### src/rtl/fcl_pkg.sv
package fcl_pkg;

    // Q8.8 alignment of the bias and of the final sum
    localparam int FRAC_SHIFT = 8;
    // Wrap width of the accumulator for very wide configurations
    localparam int ACC_LIMIT = 64;
    // Output columns are numbered by a 4-bit field
    localparam int OUT_LIMIT = 16;
    localparam int CFG_BITS = 5;

    typedef enum logic [1:0] {
        MODE_LOAD_X  = 2'd0,
        MODE_LOAD_W  = 2'd1,
        MODE_LOAD_B  = 2'd2,
        MODE_COMPUTE = 2'd3
    } mode_t;

    typedef enum logic [1:0] {
        REG_ROWS  = 2'd0,
        REG_INNER = 2'd1,
        REG_COLS  = 2'd2,
        REG_NONE  = 2'd3
    } reg_index_t;

    // Controller to datapath
    typedef struct packed {
        logic       load;      // input transaction accepted this cycle
        logic       issue;     // read one X, W and B element
        logic       first;     // first product of a column
        logic       last_k;    // last product of a column
        logic       last_col;  // column is the last of the row
        logic [3:0] row;
        logic [3:0] col;
        logic [7:0] k;
    } cmd_t;

    // Datapath to controller
    typedef struct packed {
        logic col_done;  // column result moves into the output register
        logic out_free;  // output register can take a result next cycle
    } status_t;

endpackage

### src/rtl/fcl_ctrl.sv
module fcl_ctrl #(
    parameter int MAX_ROWS  = 16,
    parameter int MAX_INNER = 16,
    parameter int MAX_COLS  = 16
) (
    input  logic                                   clk,
    input  logic                                   rst_n,
    input  logic                                   cfg_we,
    input  logic [1:0]                             cfg_index,
    input  logic [fcl_pkg::CFG_BITS-1:0]           cfg_data,
    input  logic                                   in_valid,
    input  logic [1:0]                             in_mode,
    input  logic [3:0]                             in_row,
    output logic                                   in_ready,
    input  fcl_pkg::status_t                       status,
    output fcl_pkg::cmd_t                          cmd
);

    localparam int COL_MAX = (MAX_COLS < fcl_pkg::OUT_LIMIT) ? MAX_COLS
                                                              : fcl_pkg::OUT_LIMIT;

    typedef enum logic [3:0] {
        S_IDLE  = 4'b0001,
        S_START = 4'b0010,
        S_ISSUE = 4'b0100,
        S_DRAIN = 4'b1000
    } state_t;

    state_t state_reg, state_next;
    logic [fcl_pkg::CFG_BITS-1:0] rows_in_use_reg, inner_in_use_reg, cols_in_use_reg;
    logic [fcl_pkg::CFG_BITS-1:0] rows, inner, cols;
    logic [3:0] row_reg, row_next;
    logic [3:0] j_reg, j_next;
    logic [4:0] k_reg, k_next;
    logic       accept;
    logic       last_k;
    logic       last_col;

    function automatic logic [fcl_pkg::CFG_BITS-1:0] clamp_cfg(
        input logic [fcl_pkg::CFG_BITS-1:0] v,
        input int                            hi
    );
        logic [fcl_pkg::CFG_BITS-1:0] r;
        if (v == '0)
            r = fcl_pkg::CFG_BITS'(1);
        else if (int'(v) > hi)
            r = fcl_pkg::CFG_BITS'(hi);
        else
            r = v;
        return r;
    endfunction

    assign rows  = clamp_cfg(rows_in_use_reg, MAX_ROWS);
    assign inner = clamp_cfg(inner_in_use_reg, MAX_INNER);
    assign cols  = clamp_cfg(cols_in_use_reg, COL_MAX);

    assign in_ready = (state_reg == S_IDLE);
    assign accept   = in_valid && in_ready;
    assign last_k   = (k_reg == inner - 5'd1);
    assign last_col = ({1'b0, j_reg} == cols - 5'd1);

    always_ff @(posedge clk or negedge rst_n)
    begin
        if (!rst_n)
        begin
            rows_in_use_reg  <= 5'd16;
            inner_in_use_reg <= 5'd16;
            cols_in_use_reg  <= 5'd16;
        end
        else if (cfg_we)
        begin
            unique case (cfg_index)
                fcl_pkg::REG_ROWS:  rows_in_use_reg  <= cfg_data;
                fcl_pkg::REG_INNER: inner_in_use_reg <= cfg_data;
                fcl_pkg::REG_COLS:  cols_in_use_reg  <= cfg_data;
                default: ;
            endcase
        end
    end

    always_comb
    begin
        state_next = state_reg;
        row_next   = row_reg;
        j_next     = j_reg;
        k_next     = k_reg;
        unique case (state_reg)
            S_IDLE:
            begin
                // Loads finish in the datapath; rows not in use give nothing
                if (accept && in_mode == fcl_pkg::MODE_COMPUTE && {1'b0, in_row} < rows)
                begin
                    row_next   = in_row;
                    j_next     = 4'd0;
                    state_next = S_START;
                end
            end
            S_START:
            begin
                if (status.out_free)
                begin
                    k_next     = 5'd0;
                    state_next = S_ISSUE;
                end
            end
            S_ISSUE:
            begin
                k_next = k_reg + 5'd1;
                if (last_k)
                    state_next = S_DRAIN;
            end
            S_DRAIN:
            begin
                if (status.col_done)
                begin
                    if (last_col)
                        state_next = S_IDLE;
                    else
                    begin
                        j_next     = j_reg + 4'd1;
                        state_next = S_START;
                    end
                end
            end
            default: state_next = S_IDLE;
        endcase
    end

    always_ff @(posedge clk or negedge rst_n)
    begin
        if (!rst_n)
        begin
            state_reg <= S_IDLE;
            row_reg   <= 4'd0;
            j_reg     <= 4'd0;
            k_reg     <= 5'd0;
        end
        else
        begin
            state_reg <= state_next;
            row_reg   <= row_next;
            j_reg     <= j_next;
            k_reg     <= k_next;
        end
    end

    always_comb
    begin
        cmd.load     = accept;
        cmd.issue    = (state_reg == S_ISSUE);
        cmd.first    = (k_reg == 5'd0);
        cmd.last_k   = last_k;
        cmd.last_col = last_col;
        cmd.row      = row_reg;
        cmd.col      = j_reg;
        cmd.k        = 8'(k_reg);
    end

`ifndef ASSERT_OFF
    a_done_in_drain: assert property (@(posedge clk) disable iff (!rst_n)
        status.col_done |-> (state_reg == S_DRAIN))
        else $error("column result arrived outside drain");

    a_issue_run: assert property (@(posedge clk) disable iff (!rst_n)
        (state_reg == S_ISSUE) |=> (state_reg == S_ISSUE || state_reg == S_DRAIN))
        else $error("issue run broke off before the last product");
`endif

endmodule

### config.mk
export PLATFORM = sky130hd
export DESIGN_NAME = fcl_ctrl
export DESIGN_NICKNAME = d
export VERILOG_FILES = /design/src/rtl/fcl_pkg.sv /design/src/rtl/fcl_ctrl.sv
export SDC_FILE = /design/constraint.sdc
export NUM_CORES = 1
export LEC_CHECK = 0
export BUFFER_PORTS_ARGS = -buffer_cell sky130_fd_sc_hd__buf_2
export CELL_PAD_IN_SITES_DETAIL_PLACEMENT = 0
export CELL_PAD_IN_SITES_GLOBAL_PLACEMENT = 2
export CORE_UTILIZATION = 37
export DETAILED_ROUTE_END_ITERATION = 16
export MAX_ROUTING_LAYER = met4
export PLACE_DENSITY = 0.93
export SLEW_MARGIN = 0
export SYNTH_ARGS = -nofsm -noshare
export SYNTH_HDL_FRONTEND = slang
export SYNTH_SLANG_ARGS = --single-unit
### constraint.sdc
create_clock -name clk -period 4.6 [get_ports clk]
set_clock_uncertainty 0.05 [all_clocks]
set_input_delay 0.23 -clock clk [delete_from_list [all_inputs] [get_ports clk]]
set_output_delay 0.23 -clock clk [all_outputs]
set_load 0.005 [all_outputs]
### Word level (Yosys, flattened, before mapping)

Index checks and enable logic that the tools add are counted.

| storage, ports and cells | value |
|---|---|
| bits in latches | 0 |
| ROM bits | 0 |
| memory bits (writable) | 0 |
| memories kept | 0 |
| input port bits | 19 |
| output and inout port bits | 22 |
| register bits after elaboration | 32 |

| cells by class | value |
|---|---|
| reduce and logical (&&, ||, !) cells | 17 |
| shift operators | 0 |
| multipliers | 0 |
| divide/modulo/power cells | 0 |
| order comparisons | 4 |
| add/subtract/negate cells | 4 |
| bitwise operators | 0 |
| multiplexer cells | 18 |
| equal/unequal tests | 14 |

Operators with widths:

| cell | number |
|---|---|
| $mux W5 | 7 |
| $mux W4 | 7 |
| $logic_not A5 Y1 | 4 |
| $pmux W4 S4 | 1 |
| $gt A5 B5 Y1 const B | 3 |
| $pmux W5 S2 | 1 |
| $reduce_and A2 Y1 | 5 |
| $sub A5 B1 Y5 const B | 2 |
| $pmux W4 S2 | 1 |
| $reduce_and A4 Y1 | 2 |
| $ne A2 B2 Y1 const B | 3 |
| $add A5 B1 Y5 const B | 1 |
| $eq A4 B5 Y1 | 1 |
| $eq A5 B5 Y1 | 1 |
| $lt A4 B5 Y1 | 1 |
| $add A4 B1 Y4 const B | 1 |
| $eq A2 B2 Y1 const B | 2 |
| $eq A4 B1 Y1 const B | 1 |
| $eq A4 B2 Y1 const B | 1 |
| $eq A4 B3 Y1 const B | 1 |
| $eq A4 B4 Y1 const B | 1 |
| $ne A2 B1 Y1 const B | 2 |
| $reduce_bool A2 Y1 | 2 |
| $logic_and A1 B1 Y1 | 3 |
| other kinds (3) | 3 |

### Logic depth before layout (Yosys ltp)

Gate-level depths: netlist (run 1).

| depth | value |
|---|---|
| depth after elaboration | 8 |
| depth in mapped cells | 9 |
| depth with buffers taken out | 9 |

### Worst setup path after synthesis (run 1)

Ideal clock, no wire load.

| timing path | value |
|---|---|
| kind | reg2reg |
| start | register cols_in_use_reg[4] (netlist bit) |
| end | register j_reg[1] |
| stages on the path, launching flop included | 9 |
| clock period less this slack | 2202 ps |
| data arrival time | 2027 ps |
| path buffers | 0 |
| slack | 2398 ps |
| setup time | 125 ps |
| required time | 4425 ps |
| cell sequence | dfstp_2 o21bai_1 ha_1 xor2_1 xnor2_1 nand3_1 nor3_4 nor2_2 mux2_4 |

| between the ends | value |
|---|---|
| longest elaborated chain between the ends | 7 |

Ends and longest elaborated chain:

| element | RTL line | text |
|---|---|---|
| start, declared | fcl_ctrl.sv:30 | `logic [fcl_pkg::CFG_BITS-1:0] rows_in_use_reg, inner_in_use_reg, cols_in_use_reg;` |
| start signal, assigned | fcl_ctrl.sv:75 | `fcl_pkg::REG_COLS: cols_in_use_reg <= cfg_data;` |
| $gt A5 B5 Y1 | fcl_ctrl.sv:46 | `else if (int'(v) > hi)` |
| $mux W5 | fcl_ctrl.sv:46 |  |
| $mux W5 * | fcl_ctrl.sv:44 | `if (v == '0)` |
| $sub A5 B1 Y5 * | fcl_ctrl.sv:60 | `assign last_col = ({1'b0, j_reg} == cols - 5'd1);` |
| $eq A4 B5 Y1 * | fcl_ctrl.sv:60 |  |
| named net last_col | fcl_ctrl.sv:37 | `logic last_col;` |
| $ne A2 B2 Y1 (no line) * | -- |  |
| $reduce_and A4 Y1 (no line) * | -- |  |
| end signal, assigned | fcl_ctrl.sv:142 | `j_reg <= j_next;` |
| end, declared | fcl_ctrl.sv:33 | `logic [3:0] j_reg, j_next;` |

The timed path passes the listed nets; every way through them passes the cells marked *.
A chain may end at the register's enable or synchronous reset.

==> metrics.csv, run 1 <==
metric,value,unit
outcome,"finished, final reports clean",
numCtsBuffers,5,
tightest_slew,0.8248,ns
ys_types,46,
cts.sinks,32,
drtPass1Iterations,4,
cts.repair.resized,0,
p_clk_share,32.7,%
fmax,377.1,MHz
synth_compound_area_share,10.64,%
slew_violations,0,
slew_headroom,44.90,%
drc,0,
post-route-period-util,57.64,%
synthMuxAreaShare,12.94,%
cp.buffers_inverters,1,
ys.flop_type,dfrtp_1,
path_class,reg2out,
synth_area_leaders,"dfrtp_1 (38%), mux2_2 (12%), dfstp_2 (5.7%)",
cp-start-kind,flip-flop,
area_delta_synth_final,19.65,%
slowest_delay,0.58,ns
cp-end-kind,output port,
clk_pin_slew_worst_paths,0.07,ns
grt_overflow_total,0,
antenna_found_initial,0,
dp_hpwl,2769,um
required,4.32,ns
cts_tree,yes,
drv_cap,0,
ant_nets,0,
p_per_area,406.1,mW/mm^2
synth_edf_count,0,
root_buffer,clkbuf_8,
avgRoutedWirePerCell,13.27,um
final_common_cell,buf_2,
pwr-share-seq,43.2,%
grt_max_degree,33,
cp_cell_sequence,"o21bai_1, ha_1, nor4b_1, a21oi_1, xnor2_1, nor4_1, buf_2",
layout.nets,234,
reg2regPathDepth,8,
swShare,27.83,%
row_count,25,
core,0.004755,mm^2
layout_common_cells,"buf_2 (37), dfrtp_1 (28), mux2_2 (19), nand2_1 (10)",
start_util,38.84,%
layout_min_cycle_time,2.651,ns
fin_setup_tns,0,ns
drive_gt1_share,36.06,%
viasPerCell,4.884,
met3WireLength,147,um
cts.path.max_buffers,2,
dr.first_iter.drc_count,55,
cp_max_fo,7,
hold_path_depth,2,
internal-power,0.6476,mW
wl,3650,um
die_height,72.65,um
synth_top_area_cell,dfrtp_1,
syn_area_per_cell,11.06,um^2
synthArstFlopShare,100.0,%
path_depth,7,
met2_length,1607,um
slowest_stage,dfstp_2,
setup_viol,0,
placed_cell_area,0.002073,mm^2
ios,41,
critical-path-top-delay-family,simple AND/OR/NAND/NOR gates,
synth_top_family_by_area,simple AND/OR/NAND/NOR gates,
synthCells,167,
die-area,0.005278,mm^2
design_area,0.002210,mm^2
crit_arrival,2.37,ns
gp_congestion,0.8184,
routed.top_layer,met4,
synthAdderAreaFrac,5.420,%
synth_area,0.001847,mm^2
synthXorXnorAreaFrac,6.640,%
grt_usage,16.52,%
worstSkewPairLatency,0.28,ns
cts.htree.levels,2,
synth-seq-cells,32,
io_buffers,37,
rsz0062_at_grt,no,
hold_viol,0,
num_vias,1343,
first_global_vias,1321,
yosysWarnings,0,
wl_met1,1849,um
die_w,72.65,um
seq_area_frac_synth,43.63,%
worstHoldPathType,in2reg,
n_antenna_cell,0,
synth_top_cell_area_share,37.94,%
combPwrFrac,24.1,%
peakVddDrop,0.0001878,V
cts_setup_buffers,0,
utilization,46.47,%
grt_pass1_wl,6320,um
p_sw,0.2498,mW
power.static_leakage,1.040,nW
synth-simple-area-share,16.60,%
## final timing paths
kind / start / to / slack [ns]
max: inner_in_use_reg[4] / cmd[17] / 1.95
min: status[1] / state_reg[3] / 0.12
max reg2reg: cols_in_use_reg[4] / j_reg[1] / 2.23
min reg2reg: row_reg[1] / row_reg[1] / 0.46
max in group asynchronous: rst_n / inner_in_use_reg[3] / 3.53
min in group asynchronous: rst_n / state_reg[2] / 0.49
## area by class of cell
class,count,area (um^2)
well taps,67,83.83
clock inverters,1,30.03
flip-flops and latches,32,805.8
multi-input cells,124,975.9
inverters,6,22.52
fillers,494,2545
clock buffers,7,96.34
repair buffers,38,195.2
## synth_stat cells (all sizes together), types with 4 or more instances
master and count:
dfrtp 28, mux2 20, nand2 10, ha 8, xor2 8, buf 7
o21ai 7, inv 6, nand2b 6, xnor2 6, nor2 5, nor3 5
a21oi 4, dfstp 4, nor2b 4, or3 4
## stage by stage
step                      cells  power, mW  setup WS [ns]  hold WS, ns
after floorplan             169     0.5411          2.398      -0.1156
after global placement      266     0.6069          2.308       0.2825
after detailed placement    266     0.6121          2.231       0.2837
after CTS                   275     0.9116          1.914       0.1184
after global routing        275     0.9598          1.692       0.1440
final                       275     0.8974          1.949       0.1237
## power groups by stage
stage | combinational [mW] | clock, mW | sequential (mW)
2_1_floorplan | 0.158 | 0 | 0.383
3_3_place_gp | 0.216 | 0 | 0.391
3_5_place_dp | 0.219 | 0 | 0.394
4_1_cts | 0.220 | 0.302 | 0.389
5_1_grt | 0.250 | 0.312 | 0.398
6_report | 0.216 | 0.293 | 0.388
## cell families after synthesis
logic type / Yosys count
and+or+nand+nor: 50
xor gates and xnor gates: 14
other: 1
buffers and inverters: 13
AOI/OAI and AO/OA: 28
adders and majority gates: 8
DFF: 32
muxes: 21
## layer usage
metal  up-vias  track usage (%)
met3         5            3.729
met5         -                -
met2        35            23.99
met4         0            6.536
li1        676                -
met1       627            22.40
## what timing repair did
| action | 4_1_cts | 5_1_grt |
|---|---|---|
| hold buffers | 1 | 0 |
| endpoints found under the setup margin | 0 | 0 |
| hold endpoints to repair | 28 | 0 |
No activity file was read; power rests on OpenSTA's default activity.
==> run 2, diff against run 1 <==
--- a/config.mk
+++ b/config.mk
@@ -8,10 +8,10 @@
 export BUFFER_PORTS_ARGS = -buffer_cell sky130_fd_sc_hd__buf_2
 export CELL_PAD_IN_SITES_DETAIL_PLACEMENT = 0
 export CELL_PAD_IN_SITES_GLOBAL_PLACEMENT = 2
-export CORE_UTILIZATION = 37
+export CORE_UTILIZATION = 31
 export DETAILED_ROUTE_END_ITERATION = 16
 export MAX_ROUTING_LAYER = met4
-export PLACE_DENSITY = 0.93
+export PLACE_DENSITY = 0.84
 export SLEW_MARGIN = 0
 export SYNTH_ARGS = -nofsm -noshare
 export SYNTH_HDL_FRONTEND = slang
==> constraint.sdc (replaced) <==
create_clock -name clk -period 2.4 [get_ports clk]
set_clock_uncertainty 0.05 [all_clocks]
set_input_delay 0.12 -clock clk [delete_from_list [all_inputs] [get_ports clk]]
set_output_delay 0.12 -clock clk [all_outputs]
set_load 0.005 [all_outputs]
==> run 2 against run 1 <==
  * Largest cell class unchanged
  * Critical path type unchanged
  * Clock power increased by 49%
  * Sequential cell count unchanged
  * Register-to-register slack got worse by 2.1 ns
  * Die area increased by 19%
  * Setup slack got worse by 1.8 ns
  * Highest routed layer unchanged
==> metrics.csv, run 2 (synthesis gave the netlist of run 1 again) <==
metric,value,unit
grt_overflow_total,0,
slowest_stage,dfrtp_2,
p_total,1.695,mW
grt_max_degree,33,
fin_setup_tns,0,ns
drive_gt1_share,44.84,%
tightest_slew,0.7932,ns
viasPerCell,4.827,
drv_cap,0,
worstSkewPairLatency,0.29,ns
io_buffers,37,
placed_cells,273,
n_antenna_cell,0,
die-area,0.006270,mm^2
ios,41,
layout_setup_ws,0.1471,ns
die_w,79.19,um
setup_viol,0,
drtPass1Iterations,4,
antenna_found_initial,0,
p_clk_share,25.7,%
gp_congestion,0.7340,
clk_pin_slew_worst_paths,0.07,ns
crit_arrival,2.08,ns
cts_tree,yes,
first_global_vias,1307,
required,2.23,ns
dp_slack,0.07695,ns
final_common_cell,buf_2,
peakVddDrop,0.0003678,V
layout.nets,249,
slew_headroom,47.01,%
dr.first_iter.drc_count,46,
start_util,32.93,%
drc,0,
slowest_delay,0.44,ns
slew_violations,0,
design_area,0.002352,mm^2
hold_viol,0,
utilization,41.95,%
cts.path.max_buffers,2,
cts.htree.levels,2,
cp_max_fo,5,
cp_cell_sequence,"nor3_2, o21bai_2, ha_2, xor2_2, xnor2_1, nand2_1, nor4_2, buf_4, buf_6",
cts.sinks,32,
combPwrFrac,30.5,%
area_delta_synth_final,27.37,%
power.static_leakage,1.100,nW
worstHoldPathType,in2reg,
layout_common_cells,"buf_2 (36), dfrtp_1 (27), mux2_2 (19), buf_4 (15), nand2_1 (10)",
cp-start-kind,flip-flop,
internal-power,1.173,mW
dp_hpwl,2863,um
reg2regPathDepth,6,
swShare,30.78,%
ant_nets,0,
grt_usage,13.71,%
num_vias,1424,
fmax,443.9,MHz
p_sw,0.5217,mW
core,0.005608,mm^2
row_count,27,
avgRoutedWirePerCell,13.36,um
layout.cells.non_filler,295,
root_buffer,clkbuf_8,
pwr-share-seq,43.8,%
post-route-period-util,93.87,%
numCtsBuffers,5,
path_class,reg2out,
layout_min_cycle_time,2.253,ns
p_per_area,720.6,mW/mm^2
wl,3940,um
finalHoldWorstSlack,0.01490,ns
cp-end-kind,output port,
placed_cell_area,0.002095,mm^2
hold_path_depth,2,
outcome,"finished, final reports clean",
die_height,79.19,um
grt_pass1_wl,6341,um
-- run 2: cell type report --
type	count	area, um^2
Clock buffer	7	86.33
Clock inverter	1	7.507
Tap cell	72	90.09
Sequential cell	32	807.0
Inverter	6	22.52
Timing Repair Buffer	53	314.1
Multi-Input combinational cell	124	1025
Fill cell	588	3256
-- run 2: path summary, 6_finish.rpt --
kind,slack (ns),end,from
worst max-delay path,0.15,cmd[17],inner_in_use_reg[2]
worst min-delay path,0.01,state_reg[3],status[1]
worst max register to register,0.18,row_reg[1],rows_in_use_reg[4]
worst min register to register,0.45,row_reg[3],row_reg[3]
max in group asynchronous,1.44,inner_in_use_reg[2],rst_n
min in group asynchronous,0.37,k_reg[1],rst_n
-- run 2: metal layers --
layer	vias to the layer above	track usage [%]	routed length, um
li1	697	-	-
met1	685	18.72	1885
met2	35	18.62	1779
met3	7	4.023	189
met4	0	6.000	87
met5	-	-	0
-- run 2: critical path: cells and delay by family, from the launching register on --
family,cells,cell delay (ns)
simple gates,3,0.51
flops,1,0.44
buf+inv,2,0.24
xor+xnor,2,0.29
fa+ha+maj,1,0.21
compound gates,1,0.10
-- run 2: repair_timing --
item | CTS | global route
pin swaps | 2 | 9
gates cloned | 0 | 0
endpoints found under the setup margin | 2 | 7
gates resized for setup | 2 | 10
hold buffers | 1 | 0
setup buffers | 1 | 13
endpoints found under the hold margin | 28 | 0
-- run 2: power groups by stage --
stage / logic, mW / registers (mW) / clock network (mW)
after floorplan: 0.303 / 0.735 / 0
after global placement: 0.419 / 0.755 / 0
after detailed placement: 0.426 / 0.755 / 0
after CTS: 0.439 / 0.746 / 0.445
after global routing: 0.579 / 0.762 / 0.474
final: 0.516 / 0.743 / 0.436
==> run 3, diff against run 2 <==
--- a/config.mk
+++ b/config.mk
@@ -6,12 +6,13 @@
 export NUM_CORES = 1
 export LEC_CHECK = 0
 export BUFFER_PORTS_ARGS = -buffer_cell sky130_fd_sc_hd__buf_2
+export CAP_MARGIN = 5
 export CELL_PAD_IN_SITES_DETAIL_PLACEMENT = 0
 export CELL_PAD_IN_SITES_GLOBAL_PLACEMENT = 2
-export CORE_UTILIZATION = 31
+export CORE_UTILIZATION = 37
 export DETAILED_ROUTE_END_ITERATION = 16
 export MAX_ROUTING_LAYER = met4
-export PLACE_DENSITY = 0.84
+export PLACE_DENSITY = 0.93
 export SLEW_MARGIN = 0
 export SYNTH_ARGS = -nofsm -noshare
 export SYNTH_HDL_FRONTEND = slang
==> constraint.sdc (replaced) <==
create_clock -name clk -period 2.8 [get_ports clk]
set_clock_uncertainty 0.05 [all_clocks]
set_input_delay 0.14 -clock clk [delete_from_list [all_inputs] [get_ports clk]]
set_output_delay 0.14 -clock clk [all_outputs]
set_load 0.01 [all_outputs]
==> run 3 against run 2 <==
  * Combinational power is 26% lower
  * Critical path type unchanged
  * Final cell count shrank 6.8%
  * Highest routed layer unchanged
  * Global-route usage increased by 2.2 points
  * Sequential power is 14% lower
  * Die area shrank 16%
  * Setup slack improved by 0.15 ns
==> metrics.csv, run 3 (synthesis gave the netlist of run 1 again) <==
metric,value,unit
outcome,"finished, final reports clean",
grt_overflow_total,0,
finalHoldWorstSlack,0.02784,ns
start_util,38.84,%
grt_usage,15.88,%
reg2regPathDepth,9,
cp-end-kind,output port,
p_clk_share,24.8,%
post-route-period-util,89.22,%
peakVddDrop,0.0002831,V
hold_path_depth,2,
core,0.004755,mm^2
slew_violations,0,
min_to,state_reg[3],
drtPass1Iterations,4,
cts.path.max_buffers,2,
tightest_slew,0.7774,ns
row_count,25,
min_from,status[1],
hold_viol,0,
path_class,reg2out,
cts.htree.levels,2,
crit_start,cols_in_use_reg[1],
drv_cap,0,
cts.sinks,32,
dp_hpwl,2688,um
rsz0062_at_grt,no,
die_height,72.65,um
power.static_leakage,1.018,nW
combPwrFrac,28.1,%
wl,3578,um
die_w,72.65,um
ant_nets,0,
slowest_delay,0.40,ns
ios,41,
cp-start-kind,flip-flop,
final_common_cell,buf_2,
die-area,0.005278,mm^2
antenna_found_initial,0,
rrSetupSlack,0.42,ns
slew_headroom,47.73,%
internal-power,0.9261,mW
fmax,400.3,MHz
swShare,31.59,%
n_antenna_cell,0,
p_per_area,623.6,mW/mm^2
drive_gt1_share,35.58,%
fill_cells,462,
dr.first_iter.drc_count,39,
grt_pass1_wl,6003,um
critical-path-top-delay-family,simple AND/OR/NAND/NOR gates,
layout_common_cells,"buf_2 (37), dfrtp_1 (28), mux2_2 (19), nand2_1 (10)",
viasPerCell,4.887,
numCtsBuffers,5,
required,2.61,ns
worstHoldPathType,in2reg,
io_buffers,37,
cp_cell_sequence,"nor3_1, o21bai_1, ha_1, xor2_1, xnor2_1, nand3_1, nor3_4, buf_2",
layout.nets,234,
cp_max_fo,9,
crit_arrival,2.31,ns
root_buffer,clkbuf_8,
drc,0,
r2r_end,j_reg[1],
worstReg2RegStart,cols_in_use_reg[1],
gp_congestion,0.8129,
avgRoutedWirePerCell,13.01,um
cts_tree,yes,
worstSkewPairLatency,0.28,ns
grt_max_degree,33,
area_delta_synth_final,17.55,%
setup_viol,0,
cp.buffers_inverters,1,
utilization,45.66,%
slowest_stage,dfrtp_1,
first_global_vias,1233,
pwr-share-seq,47.1,%
clk_pin_slew_worst_paths,0.07,ns
p_sw,0.4276,mW
fin_setup_tns,0,ns
layout_min_cycle_time,2.498,ns
num_vias,1344,
==> run 3: changes by cell type in the layout (fill, tap and decap cells not counted), sizes merged <==
cell / before / now
buf: 52 / 37
clkinv: 0 / 1
clkinvlp: 1 / 0
==> run 3: worst max path at each step <==
stage                          end  slack, ns  cells after the start
after floorplan           j_reg[1]       0.60                      8
after global placement     cmd[17]       0.51                      7
after detailed placement  j_reg[1]       0.43                      8
after CTS                  cmd[17]       0.16                      7
after global routing       cmd[16]       0.07                      7
final                      cmd[16]       0.30                      8
==> run 3: layout make-up <==
class | instances | area, um^2 | share of cell area [%]
multi-input cells | 124 | 982.2 | 45.24
flip-flops and latches | 32 | 805.8 | 37.12
repair buffers | 38 | 195.2 | 8.991
well taps | 67 | 83.83 | 3.862
clock buffers | 7 | 76.32 | 3.516
inverters | 6 | 22.52 | 1.037
clock inverters | 1 | 5.005 | 0.2305
==> run 3: power groups by stage <==
stage | combinational [mW] | clock [mW] | sequential [mW]
global placement | 0.374 | 0 | 0.643
floorplan | 0.263 | 0 | 0.645
finish | 0.381 | 0.335 | 0.638
global route | 0.431 | 0.374 | 0.654
CTS | 0.381 | 0.354 | 0.637
detailed placement | 0.378 | 0 | 0.644
==> run 3: metal layers <==
metal	global-route usage, %	vias up	wire length [um]
li1	-	675	-
met1	22.49	632	1857
met2	20.98	35	1485
met3	5.525	2	213
met4	5.229	0	22
met5	-	-	0
==> run 3: per-stage QoR <==
step                cell area (um^2)  setup WS (ns)  cells  power, mW
floorplan                       1854         0.5976    169     0.9077
global placement                2073         0.5061    266      1.017
detailed placement              2073         0.4339    266      1.023
CTS                             2165         0.1551    275      1.372
global route                    2171        0.06533    275      1.459
finish                          2171         0.3017    275      1.354
==> run 3: repair_timing <==
action	in CTS	in global routing
gates resized for setup	0	1
setup endpoints to repair	0	1
hold endpoints to repair	28	0
buffers inserted	0	0
hold buffers	1	0
